[src/mrq_pkg.sv]
package mrq_pkg;

    // sizing
    localparam int QUEUE_DEPTH  = 32;
    localparam int MAX_READERS  = 8;
    localparam int RESULT_LIMIT = 32;

    localparam int AW       = $clog2(QUEUE_DEPTH);
    localparam int CNT_W    = $clog2(QUEUE_DEPTH + 1);
    localparam int SUM_W    = CNT_W + 1;
    localparam int RID_W    = (MAX_READERS > 1) ? $clog2(MAX_READERS) : 1;
    localparam int RCNT_W   = $clog2(MAX_READERS + 1);
    localparam int DRAIN_CAP = (RESULT_LIMIT < QUEUE_DEPTH) ? RESULT_LIMIT : QUEUE_DEPTH;

    // field widths
    localparam int OP_W     = 2;
    localparam int WORD_W   = 32;
    localparam int SEQ_W    = 32;
    localparam int RID_IN_W = 3;
    localparam int STATUS_W = 2;
    localparam int NR_W     = 3;
    localparam int CMP_W    = (RCNT_W > RID_IN_W) ? RCNT_W : RID_IN_W + 1;

    // opcodes
    localparam logic [OP_W-1:0] OP_EMIT    = 2'd0;
    localparam logic [OP_W-1:0] OP_DRAIN   = 2'd1;
    localparam logic [OP_W-1:0] OP_ADD     = 2'd2;
    localparam logic [OP_W-1:0] OP_COMPACT = 2'd3;

    // status codes
    localparam logic [STATUS_W-1:0] STATUS_OK        = 2'd0;
    localparam logic [STATUS_W-1:0] STATUS_NOT_FOUND = 2'd1;
    localparam logic [STATUS_W-1:0] STATUS_FULL      = 2'd2;

    // one result transaction
    typedef struct packed {
        logic [STATUS_W-1:0] status;
        logic                has_event;
        logic [WORD_W-1:0]   out_event;
        logic [SEQ_W-1:0]    out_sequence;
        logic [NR_W-1:0]     new_reader;
        logic                is_last;
    } result_t;

endpackage

[src/multi_reader_event_queue.sv]
// channel | handshake            | fields
// req     | req_valid, req_stall | opcode, event_word, reader_id
// rsp     | rsp_valid, rsp_stall | status, has_event, out_event, out_sequence,
//         |                      | new_reader, is_last
//
// emit, add consumer and compact with no reader are answered from the idle state.
// drain first reads the reader mark, computes the unseen count and issues the
// first event read, then delivers the events one per transaction from the event memory.
// compact with r readers scans the reader marks, one reader mark read per cycle.
// reset clears counters and sequence state; memories need no clearing pass.
// a stalled rsp holds results in a two-entry output queue; a new request is
// taken while one result still waits there.
module multi_reader_event_queue
(
    input  logic                           clk,
    input  logic                           rst_n,
    input  logic                           req_valid,
    output logic                           req_stall,
    input  logic [mrq_pkg::OP_W-1:0]       opcode,
    input  logic [mrq_pkg::WORD_W-1:0]     event_word,
    input  logic [mrq_pkg::RID_IN_W-1:0]   reader_id,
    output logic                           rsp_valid,
    input  logic                           rsp_stall,
    output logic [mrq_pkg::STATUS_W-1:0]   status,
    output logic                           has_event,
    output logic [mrq_pkg::WORD_W-1:0]     out_event,
    output logic [mrq_pkg::SEQ_W-1:0]      out_sequence,
    output logic [mrq_pkg::NR_W-1:0]       new_reader,
    output logic                           is_last
);
    import mrq_pkg::*;

    typedef enum logic [5:0] {
        ST_IDLE  = 6'b000001,
        ST_DSEEN = 6'b000010,
        ST_DPLAN = 6'b000100,
        ST_DRUN  = 6'b001000,
        ST_CSCAN = 6'b010000,
        ST_CDONE = 6'b100000
    } state_t;

    // circular add on a memory address
    function automatic logic [AW-1:0] wrap_add(input logic [AW-1:0] base,
                                               input logic [CNT_W-1:0] off);
        logic [SUM_W-1:0] sum;
        sum = SUM_W'(base) + SUM_W'(off);
        if (sum >= SUM_W'(QUEUE_DEPTH))
        begin
            sum = sum - SUM_W'(QUEUE_DEPTH);
        end
        return sum[AW-1:0];
    endfunction

    // events a reader has not seen, bounded by the stored count
    function automatic logic [CNT_W-1:0] unseen_of(input logic [SEQ_W-1:0] next_seq,
                                                   input logic [SEQ_W-1:0] seen,
                                                   input logic [CNT_W-1:0] n);
        logic [SEQ_W-1:0] lag;
        lag = next_seq - SEQ_W'(1) - seen;
        if (lag > SEQ_W'(n))
        begin
            return n;
        end
        return lag[CNT_W-1:0];
    endfunction

    function automatic result_t mk_result(input logic [STATUS_W-1:0] st,
                                          input logic has,
                                          input logic [WORD_W-1:0] ev,
                                          input logic [SEQ_W-1:0] seq,
                                          input logic [NR_W-1:0] nr,
                                          input logic last);
        result_t r;
        r.status       = st;
        r.has_event    = has;
        r.out_event    = ev;
        r.out_sequence = seq;
        r.new_reader   = nr;
        r.is_last      = last;
        return r;
    endfunction

    state_t             state_reg, state_next;
    logic [1:0]         fcount_reg, fcount_next;
    result_t            ent0_reg, ent0_next;
    result_t            ent1_reg, ent1_next;

    logic [SEQ_W-1:0]   oldest_reg, oldest_next;
    logic [SEQ_W-1:0]   next_seq_reg, next_seq_next;
    logic [AW-1:0]      head_reg, head_next;
    logic [AW-1:0]      tail_reg, tail_next;
    logic [CNT_W-1:0]   count_reg, count_next;
    logic [RCNT_W-1:0]  rcount_reg, rcount_next;

    logic [RID_W-1:0]   rid_reg, rid_next;
    logic [SEQ_W-1:0]   seen_val_reg, seen_val_next;
    logic [CNT_W-1:0]   unseen_reg, unseen_next;
    logic [CNT_W-1:0]   take_reg, take_next;
    logic [CNT_W-1:0]   left_reg, left_next;
    logic [AW-1:0]      phys_reg, phys_next;
    logic [SEQ_W-1:0]   seq_reg, seq_next;
    logic [RID_W-1:0]   scan_reg, scan_next;
    logic [CNT_W-1:0]   keep_reg, keep_next;

    // memories
    logic [WORD_W-1:0]  ev_mem [QUEUE_DEPTH];
    logic [WORD_W-1:0]  ev_q;
    logic [AW-1:0]      ev_raddr;
    logic               ev_we;
    logic [SEQ_W-1:0]   seen_mem [MAX_READERS];
    logic [SEQ_W-1:0]   seen_q;
    logic [RID_W-1:0]   seen_raddr;
    logic               seen_we;
    logic [RID_W-1:0]   seen_waddr;
    logic [SEQ_W-1:0]   seen_wdata;

    // handshake helpers
    logic               req_fire;
    logic               pop;
    logic               push;
    logic               can_push;
    result_t            push_data;
    logic [CMP_W-1:0]   rid_ext;
    logic [CMP_W-1:0]   rcnt_ext;
    logic [AW-1:0]      phys_inc;
    logic [CNT_W-1:0]   first_idx;
    logic [AW-1:0]      first_phys;
    logic [CNT_W-1:0]   scan_unseen;

    assign rsp_valid    = (fcount_reg != 2'd0);
    assign pop          = rsp_valid && !rsp_stall;
    assign can_push     = (fcount_reg != 2'd2) || pop;
    assign req_stall    = (state_reg != ST_IDLE) || (fcount_reg == 2'd2);
    assign req_fire     = req_valid && !req_stall;

    assign status       = ent0_reg.status;
    assign has_event    = ent0_reg.has_event;
    assign out_event    = ent0_reg.out_event;
    assign out_sequence = ent0_reg.out_sequence;
    assign new_reader   = ent0_reg.new_reader;
    assign is_last      = ent0_reg.is_last;

    assign rid_ext     = CMP_W'(reader_id);
    assign rcnt_ext    = CMP_W'(rcount_reg);
    assign phys_inc    = wrap_add(phys_reg, CNT_W'(1));
    assign first_idx   = count_reg - unseen_reg;
    assign first_phys  = wrap_add(head_reg, first_idx);
    assign scan_unseen = unseen_of(next_seq_reg, seen_q, count_reg);

    // sequencer
    always_comb
    begin
        state_next    = state_reg;
        oldest_next   = oldest_reg;
        next_seq_next = next_seq_reg;
        head_next     = head_reg;
        tail_next     = tail_reg;
        count_next    = count_reg;
        rcount_next   = rcount_reg;
        rid_next      = rid_reg;
        seen_val_next = seen_val_reg;
        unseen_next   = unseen_reg;
        take_next     = take_reg;
        left_next     = left_reg;
        phys_next     = phys_reg;
        seq_next      = seq_reg;
        scan_next     = scan_reg;
        keep_next     = keep_reg;
        ev_raddr      = phys_reg;
        ev_we         = 1'b0;
        seen_raddr    = rid_reg;
        seen_we       = 1'b0;
        seen_waddr    = rid_reg;
        seen_wdata    = seen_val_reg;
        push          = 1'b0;
        push_data     = mk_result(STATUS_OK, 1'b0, '0, '0, '0, 1'b1);

        case (state_reg)
            ST_IDLE:
            begin
                if (req_fire)
                begin
                    case (opcode)
                        OP_EMIT:
                        begin
                            push = 1'b1;
                            if (count_reg == CNT_W'(QUEUE_DEPTH))
                            begin
                                push_data.status = STATUS_FULL;
                            end
                            else
                            begin
                                ev_we         = 1'b1;
                                tail_next     = wrap_add(tail_reg, CNT_W'(1));
                                count_next    = count_reg + CNT_W'(1);
                                next_seq_next = next_seq_reg + SEQ_W'(1);
                            end
                        end
                        OP_DRAIN:
                        begin
                            if (rid_ext < rcnt_ext)
                            begin
                                rid_next   = rid_ext[RID_W-1:0];
                                seen_raddr = rid_ext[RID_W-1:0];
                                state_next = ST_DSEEN;
                            end
                            else
                            begin
                                push             = 1'b1;
                                push_data.status = STATUS_NOT_FOUND;
                            end
                        end
                        OP_ADD:
                        begin
                            push = 1'b1;
                            if (rcount_reg == RCNT_W'(MAX_READERS))
                            begin
                                push_data.status = STATUS_FULL;
                            end
                            else
                            begin
                                seen_we              = 1'b1;
                                seen_waddr           = rcnt_ext[RID_W-1:0];
                                seen_wdata           = next_seq_reg - SEQ_W'(1);
                                rcount_next          = rcount_reg + RCNT_W'(1);
                                push_data.new_reader = rcnt_ext[NR_W-1:0];
                            end
                        end
                        OP_COMPACT:
                        begin
                            if (rcount_reg == '0)
                            begin
                                push        = 1'b1;
                                oldest_next = next_seq_reg;
                                head_next   = tail_reg;
                                count_next  = '0;
                            end
                            else
                            begin
                                seen_raddr = '0;
                                scan_next  = '0;
                                keep_next  = '0;
                                state_next = ST_CSCAN;
                            end
                        end
                        default:
                        begin
                            state_next = ST_IDLE;
                        end
                    endcase
                end
            end

            // reader mark arrives from memory
            ST_DSEEN:
            begin
                seen_val_next = seen_q;
                unseen_next   = scan_unseen;
                state_next    = ST_DPLAN;
            end

            // nothing new, or start the event reads
            ST_DPLAN:
            begin
                if (unseen_reg == '0)
                begin
                    if (can_push)
                    begin
                        push       = 1'b1;
                        state_next = ST_IDLE;
                    end
                end
                else
                begin
                    ev_raddr   = first_phys;
                    phys_next  = first_phys;
                    seq_next   = oldest_reg + SEQ_W'(first_idx);
                    take_next  = (unseen_reg > CNT_W'(DRAIN_CAP)) ? CNT_W'(DRAIN_CAP)
                                                                  : unseen_reg;
                    left_next  = (unseen_reg > CNT_W'(DRAIN_CAP)) ? CNT_W'(DRAIN_CAP)
                                                                  : unseen_reg;
                    state_next = ST_DRUN;
                end
            end

            // one event per transaction, re-read the same entry while stalled
            ST_DRUN:
            begin
                push_data = mk_result(STATUS_OK, 1'b1, ev_q, seq_reg, '0,
                                      left_reg == CNT_W'(1));
                if (can_push)
                begin
                    push      = 1'b1;
                    ev_raddr  = phys_inc;
                    phys_next = phys_inc;
                    seq_next  = seq_reg + SEQ_W'(1);
                    left_next = left_reg - CNT_W'(1);
                    if (left_reg == CNT_W'(1))
                    begin
                        seen_we    = 1'b1;
                        seen_waddr = rid_reg;
                        seen_wdata = seen_val_reg + SEQ_W'(take_reg);
                        state_next = ST_IDLE;
                    end
                end
            end

            // largest unseen count over all readers
            ST_CSCAN:
            begin
                seen_raddr = scan_reg + RID_W'(1);
                scan_next  = scan_reg + RID_W'(1);
                if (scan_unseen > keep_reg)
                begin
                    keep_next = scan_unseen;
                end
                if ((CMP_W'(scan_reg) + CMP_W'(1)) == rcnt_ext)
                begin
                    state_next = ST_CDONE;
                end
            end

            // drop everything older than the kept events
            ST_CDONE:
            begin
                if (can_push)
                begin
                    push        = 1'b1;
                    oldest_next = oldest_reg + SEQ_W'(count_reg - keep_reg);
                    head_next   = wrap_add(head_reg, count_reg - keep_reg);
                    count_next  = keep_reg;
                    state_next  = ST_IDLE;
                end
            end

            default:
            begin
                state_next = ST_IDLE;
            end
        endcase
    end

    // two-entry output queue
    always_comb
    begin
        fcount_next = fcount_reg;
        ent0_next   = ent0_reg;
        ent1_next   = ent1_reg;
        if (pop && push)
        begin
            if (fcount_reg == 2'd1)
            begin
                ent0_next = push_data;
            end
            else
            begin
                ent0_next = ent1_reg;
                ent1_next = push_data;
            end
        end
        else if (pop)
        begin
            ent0_next   = ent1_reg;
            fcount_next = fcount_reg - 2'd1;
        end
        else if (push)
        begin
            if (fcount_reg == 2'd0)
            begin
                ent0_next = push_data;
            end
            else
            begin
                ent1_next = push_data;
            end
            fcount_next = fcount_reg + 2'd1;
        end
    end

    // control state
    always_ff @(posedge clk or negedge rst_n)
    begin
        if (!rst_n)
        begin
            state_reg    <= ST_IDLE;
            fcount_reg   <= 2'd0;
            oldest_reg   <= SEQ_W'(1);
            next_seq_reg <= SEQ_W'(1);
            head_reg     <= '0;
            tail_reg     <= '0;
            count_reg    <= '0;
            rcount_reg   <= '0;
        end
        else
        begin
            state_reg    <= state_next;
            fcount_reg   <= fcount_next;
            oldest_reg   <= oldest_next;
            next_seq_reg <= next_seq_next;
            head_reg     <= head_next;
            tail_reg     <= tail_next;
            count_reg    <= count_next;
            rcount_reg   <= rcount_next;
        end
    end

    // working registers and output payload
    always_ff @(posedge clk)
    begin
        ent0_reg     <= ent0_next;
        ent1_reg     <= ent1_next;
        rid_reg      <= rid_next;
        seen_val_reg <= seen_val_next;
        unseen_reg   <= unseen_next;
        take_reg     <= take_next;
        left_reg     <= left_next;
        phys_reg     <= phys_next;
        seq_reg      <= seq_next;
        scan_reg     <= scan_next;
        keep_reg     <= keep_next;
    end

    // event memory
    always_ff @(posedge clk)
    begin
        if (ev_we)
        begin
            ev_mem[tail_reg] <= event_word;
        end
        ev_q <= ev_mem[ev_raddr];
    end

    // reader mark memory
    always_ff @(posedge clk)
    begin
        if (seen_we)
        begin
            seen_mem[seen_waddr] <= seen_wdata;
        end
        seen_q <= seen_mem[seen_raddr];
    end

endmodule

[config.mk]
export PLATFORM = sky130hd
export DESIGN_NAME = multi_reader_event_queue
export DESIGN_NICKNAME = d
export VERILOG_FILES = /design/src/mrq_pkg.sv /design/src/multi_reader_event_queue.sv
export SDC_FILE = /design/constraint.sdc
export NUM_CORES = 2
export LEC_CHECK = 0
export BUFFER_PORTS_ARGS = -buffer_cell sky130_fd_sc_hd__buf_2
export CORE_ASPECT_RATIO = 1.5
export CORE_MARGIN = 5
export CORE_UTILIZATION = 41
export CTS_CLUSTER_DIAMETER = 80
export CTS_CLUSTER_SIZE = 25
export DETAILED_ROUTE_END_ITERATION = 6
export SETUP_SLACK_MARGIN = 0.3
export SLEW_MARGIN = 20
export SYNTH_ARGS = -nofsm -noshare
export SYNTH_HDL_FRONTEND = slang
export SYNTH_SLANG_ARGS = --single-unit
[constraint.sdc]
create_clock -name clk -period 6.7 [get_ports clk]
set_clock_uncertainty 0.15 [all_clocks]
set_input_delay 1.34 -clock clk [delete_from_list [all_inputs] [get_ports clk]]
set_output_delay 1.34 -clock clk [all_outputs]
set_load 0.01 [all_outputs]
; Word-level counts from Yosys, hierarchy flattened
; Memory sizes are Yosys's and may differ from the RTL's. A register that Yosys moved wholly into a read port is not among the register bits.
; Index checks and enable logic that the tools add are counted.
[word_totals]
regBits = 333
ram_bits = 1280
out_inout_bits = 73
word_cells = 250
memories = 2
[memory_table]
columns = memory, words, word_bits, rd, rd_clocked_by_memory_dff, write_ports, line
row1 = ev_mem, 32, 32, 1, 1, 1, multi_reader_event_queue.sv:106  ; logic [WORD_W-1:0] ev_mem [QUEUE_DEPTH];
row2 = seen_mem, 8, 32, 1, 1, 1, multi_reader_event_queue.sv:110  ; logic [SEQ_W-1:0] seen_mem [MAX_READERS];
[classes]
n_addsub = 25
n_lt_le_gt_ge = 8
eq_ne = 36
muxes = 112
bitwise_logic = 4
n_reduce_logical = 34
[op_table]
columns = op, n
row1 = 71-bit 2-to-1 mux, 10
row2 = 32-bit 2-to-1 mux, 11
row3 = 32-bit one-hot mux with 2 select lines, 3
row4 = 6-bit 2-to-1 mux, 21
row5 = 65-bit 2-to-1 mux, 1
row6 = "32-bit by 1-bit adder with 32-bit output, second input constant", 2
row7 = 32-bit by 6-bit adder with 32-bit output, 2
row8 = 6-bit one-hot mux with 2 select lines, 5
row9 = 5-bit 2-to-1 mux, 10
row10 = 3-bit 2-to-1 mux, 14
row11 = 6-bit one-hot mux with 6 select lines, 1
row12 = 32-bit adder, 1
row13 = 32-bit by 6-bit > comparator with 1-bit output, 1
row14 = "32-bit by 1-bit subtractor with 32-bit output, second input constant", 1
row15 = 32-bit subtractor, 1
row16 = "2-bit inequality test, second input constant", 12
row17 = 1-bit 2-to-1 mux, 21
row18 = 5-bit one-hot mux with 2 select lines, 2
row19 = "5-bit by 1-bit subtractor with 5-bit output, second input constant", 4
row20 = 3-bit one-hot mux with 2 select lines, 3
row21 = 4-bit AND reduction, 4
row22 = 5-bit by 6-bit adder with 7-bit output, 2
row23 = "7-bit by 6-bit >= comparator with 1-bit output, second input constant", 2
row24 = "5-bit by 1-bit adder with 6-bit output, second input constant", 2
row25 = 46 further kinds, 83

; Depth between registers and ports, before layout
[depth]
word_depth = 10
ltp_mapped = 31

; Least setup slack after synthesis
; OpenSTA, ideal clock, no wires.
[synth_path]
path_type = input-to-reg
start = input port reader_id[1] (netlist bit)
end = register ent1_reg[0] (netlist bit) (enable)
arrival_ns = 6.708
t_required_ns = 6.027
path_slack_ns = -0.681
stages = 10
n_path_buf = 0
path_cell_list = ha_1 -> a21o_1 -> a21oi_1 -> o31a_1 -> a21oi_1 -> nor3_1 -> inv_1 -> ha_1 -> or3_1 -> a21oi_1
[synth_via]
elab_chain_len = 8
elab_cells_between_ends = 11
classes_between = order compare (1) / eq/ne (3) / mux (4) / reduce/logical (3)
[synth_lines]
columns = element, line
row1 = from (decl), multi_reader_event_queue.sv:21  ; input logic [mrq_pkg::RID_IN_W-1:0] reader_id,
row2 = 3-bit by 4-bit less-than comparator with 1-bit output *, multi_reader_event_queue.sv:201  ; if (rid_ext < rcnt_ext)
row3 = 1-bit 2-to-1 mux *, multi_reader_event_queue.sv:201
row4 = 1-bit one-hot mux with 3 select lines *, multi_reader_event_queue.sv:183  ; case (opcode)
row5 = 1-bit 2-to-1 mux *, multi_reader_event_queue.sv:181  ; if (req_fire)
row6 = 1-bit one-hot mux with 3 select lines *, multi_reader_event_queue.sv:178  ; case (state_reg)
row7 = 1-bit logical AND, multi_reader_event_queue.sv:349  ; if (pop && push)
row8 = 2-bit inequality test (no line) (tied with other cells), --
row9 = 4-bit AND reduction (no line) *, --
row10 = to (signal assigned), multi_reader_event_queue.sv:411  ; ent1_reg <= ent1_next;
row11 = to (decl), multi_reader_event_queue.sv:86  ; result_t ent1_reg, ent1_next;
; Every way passes the cells marked *; elsewhere a longest branch is shown, timed or not.
; A chain may end at the register's enable or synchronous reset.

; Worst setup path in the final report
[layout_path]
start = register next_seq_reg[4]
end = register keep_reg[2] (enable)
[layout_via]
elab_chain_len = 8
[layout_lines]
columns = element, line
row1 = from (decl), multi_reader_event_queue.sv:89  ; logic [SEQ_W-1:0] next_seq_reg, next_seq_next;
row2 = from (signal assigned), multi_reader_event_queue.sv:399  ; next_seq_reg <= next_seq_next;
row3 = 32-bit by 1-bit subtractor with 32-bit output, multi_reader_event_queue.sv:59  ; lag = next_seq - SEQ_W'(1) - seen;
row4 = 32-bit subtractor, multi_reader_event_queue.sv:59
row5 = 32-bit by 6-bit > comparator with 1-bit output, multi_reader_event_queue.sv:60  ; if (lag > SEQ_W'(n))
row6 = 1-bit 2-to-1 mux, multi_reader_event_queue.sv:60
row7 = 6-bit 2-to-1 mux, multi_reader_event_queue.sv:64  ; return lag[CNT_W-1:0];
row8 = via scan_unseen[1], multi_reader_event_queue.sv:128  ; logic [CNT_W-1:0] scan_unseen;
row9 = 6-bit > comparator, multi_reader_event_queue.sv:313  ; if (scan_unseen > keep_reg)
row10 = 2-bit inequality test (no line), --
row11 = 5-bit AND reduction (no line), --
row12 = to (signal assigned), multi_reader_event_queue.sv:420  ; keep_reg <= keep_next;
row13 = to (decl), multi_reader_event_queue.sv:103  ; logic [CNT_W-1:0] keep_reg, keep_next;
; The timed path passes the listed nets, and every way through them passes these cells.

==> impl_metrics.json <==
{
  "worst_pin_slew_ns": 1.26,
  "grt_max_degree": 131,
  "powerDensity_nw_per_um2": 405,
  "post_dp_cell_area_sq_um": 77900,
  "p_leak_nw": 27.5,
  "worstPathMaxFanout": 6,
  "die_h_microns": 528,
  "htreeDepth": 3,
  "antenna_found_initial": 30,
  "grtUsageTotal": 0.213,
  "ir_drop_v": 0.000447,
  "cts-root-buf": "clkbuf_16",
  "nets": 6003,
  "die_w_microns": 355,
  "port_buffers": 113,
  "finalHoldViolations": 0,
  "finalWirelength_microns": 205000,
  "max_stage_delay_ns": 0.49,
  "slowest_stage": "or4_4",
  "slew_headroom": 0.159,
  "grt_pass1_vias": 46100,
  "start_kind": "flop",
  "drt-pass1-iter-count": 6,
  "synth-edff-count": 1516,
  "drv_slew": 0,
  "synth-seq-cells": 1677,
  "ys_seq_area_frac": 0.670,
  "holdBufCountCts": 0,
  "wl_per_cell_microns": 25.0,
  "period_share": 0.988,
  "rr_startpoint": "next_seq_reg[4]$_DFFE_PN0P_",
  "synth_warnings": 0,
  "drt_iter0_drc": 4217,
  "critPathKind": "reg2reg",
  "synthesis.nets": 5928,
  "routabilityCongestion": 0.901,
  "dieArea_sq_um": 188000,
  "status": "completed",
  "synthFlopType": "edfxtp_1",
  "fin_ws_ns": 0.0794,
  "syn_avg_cell_area_sq_um": 12.8,
  "ant_nets": 0,
  "rsz0062_at_grt": "true",
  "drcViolationCount": 0,
  "grt_overflow": 0,
  "min_from": "seen_q[28]$_DFF_P_",
  "initial_core_util": 0.412,
  "syn_inst": 5752,
  "startpoint": "next_seq_reg[4]$_DFFE_PN0P_",
  "syn2layout_area_growth_pct": 9.95,
  "crit_required_ns": 7.05,
  "min_path_type": "reg2reg",
  "crit_path_end_kind": "flop",
  "ys_types": 85,
  "synth_area_sq_um": 73400,
  "stdcell_count": 8203,
  "grt_pass1_wl_microns": 301000,
  "dp_slack_ns": -0.183,
  "dp_hpwl_microns": 127000,
  "clock-sinks": 1677,
  "tritoncts": "done",
  "cp.arrival_ns": 6.97,
  "final_area_sq_um": 80700,
  "ios": 114,
  "design.core.area_sq_um": 178000,
  "fin_crit_ns": 6.62,
  "viasPerCell": 5.77,
  "tns_ns": 0,
  "largest_reg_flops": 1024,
  "worst_path_most_repeated_cell": "buf_6",
  "cts_buffer_depth": 3,
  "fmax_mhz": 151,
  "setup_viol": 0,
  "vias": 47400,
  "drv_cap": 0,
  "clk_pin_slew_worst_paths_ns": 0.10,
  "clk_latency_ns": 0.73,
  "async_flop_share": 0.0549,
  "drive_gt1_frac": 0.115,
  "row_count": 190,
  "cts_made_buffers": 79,
  "post-place-cells": 8035
}
## report_power, final
group | internal [mW] | switching (mW) | leakage (nW)
Sequential | 12.5 | 0.535 | 15.5
Clock | 2.43 | 3.28 | 1.17
Combinational | 5.14 | 8.84 | 10.9
Total | 20.0 | 12.7 | 27.5
## logic make-up after synthesis
family                     share of synthesized area
buffers and inverters                         0.0257
xor gates and xnor gates                      0.0237
muxes                                         0.0127
and+or+nand+nor                                0.127
DFF                                            0.670
AOI/OAI and AO/OA                              0.117
adders and majority gates                     0.0238
## synthesized netlist by cell type, types with 71 or more instances
master    instances  area, sq um
xnor2_1         125         1090
edfxtp_1       1516        45500
dfrtp_1          89         2230
inv_1           101          379
a211oi_1        393         2950
ha_1            127         1590
nand2_1        1006         3780
clkbuf_1        285         1070
and2_1          329         2060
nand3_1         132          661
nor2_1          196          736
a311oi_1        162         1420
a21oi_1         154          771
xor2_1           71          622
mux2_2           72          811
o21ai_0         136          681
a31oi_1         146          913
and3_1           86          538
## metrics by stage
step | hold slack (ns) | total power [mW] | utilization
2_1_floorplan | 0.258 | 22.2 | -
3_3_place_gp | 0.269 | 26.8 | 0.437
3_5_place_dp | 0.272 | 27.0 | 0.437
4_1_cts | 0.297 | 32.8 | 0.452
5_1_grt | 0.307 | 34.6 | 0.453
6_report | 0.296 | 32.7 | 0.453
## area by class of cell
| class | instances | area (sq um) |
|---|---|---|
| tap | 2304 | 2880 |
| sequential | 1677 | 49200 |
| timing repair buffer | 359 | 2780 |
| fill | 15900 | 97600 |
| clock inverter | 12 | 179 |
| clock buffer | 135 | 2280 |
| multi-input combinational | 3607 | 23000 |
| antenna | 6 | 15.0 |
| inverter | 103 | 397 |
## routing by layer
metal | track usage | routed length (microns) | share of wire | vias to the layer above
met5 | 0 | 114 | 0.00056 | -
met4 | 0.0792 | 8110 | 0.040 | 20
met3 | 0.0239 | 10400 | 0.051 | 345
met2 | 0.384 | 106000 | 0.52 | 1347
li1 | - | - | - | 21700
met1 | 0.263 | 80600 | 0.39 | 24000
## final timing paths
| kind | endpoint | slack, ns | cells after the start |
|---|---|---|---|
| worst max register to register | keep_reg[2]$_SDFFCE_PN0P_ | 0.08 | 31 |
| min in group asynchronous | rcnt_ext[0]$_DFFE_PN0P_ | 0.40 | 1 |
| worst max-delay path | keep_reg[2]$_SDFFCE_PN0P_ | 0.08 | 31 |
| max in group asynchronous | oldest_reg[5]$_DFFE_PN0P_ | 4.74 | 2 |
| worst min-delay path | seen_val_reg[28]$_DFFE_PP_ | 0.30 | 0 |
| worst min register to register | seen_val_reg[28]$_DFFE_PP_ | 0.30 | 0 |
## critical path: cells and delay by family, from the launching register on
family | cells | cell delay, ns
buffers and inverters | 4 | 0.54
flip-flops | 1 | 0.42
adder cells (fa/ha/maj) | 2 | 0.54
XOR/XNOR | 1 | 0.19
AND/OR/NAND/NOR | 16 | 3.47
AO/OA/AOI/OAI | 8 | 1.09
## cells in the final DEF (no fill, tap or decap), drive strengths merged, types with 133 or more instances in the layout
master,n
and2,329
a21oi,154
a31oi,146
nor2,196
a211oi,394
a311oi,162
clkbuf,135
o21ai,138
buf,359
nand3,133
nand2,1007
edfxtp,1516
## what timing repair did
action	in CTS	in global routing
pin swaps	11	0
setup endpoints to repair	6	6
resized for setup	28	16
setup buffers	15	0
(Power assumes the default switching activity.)
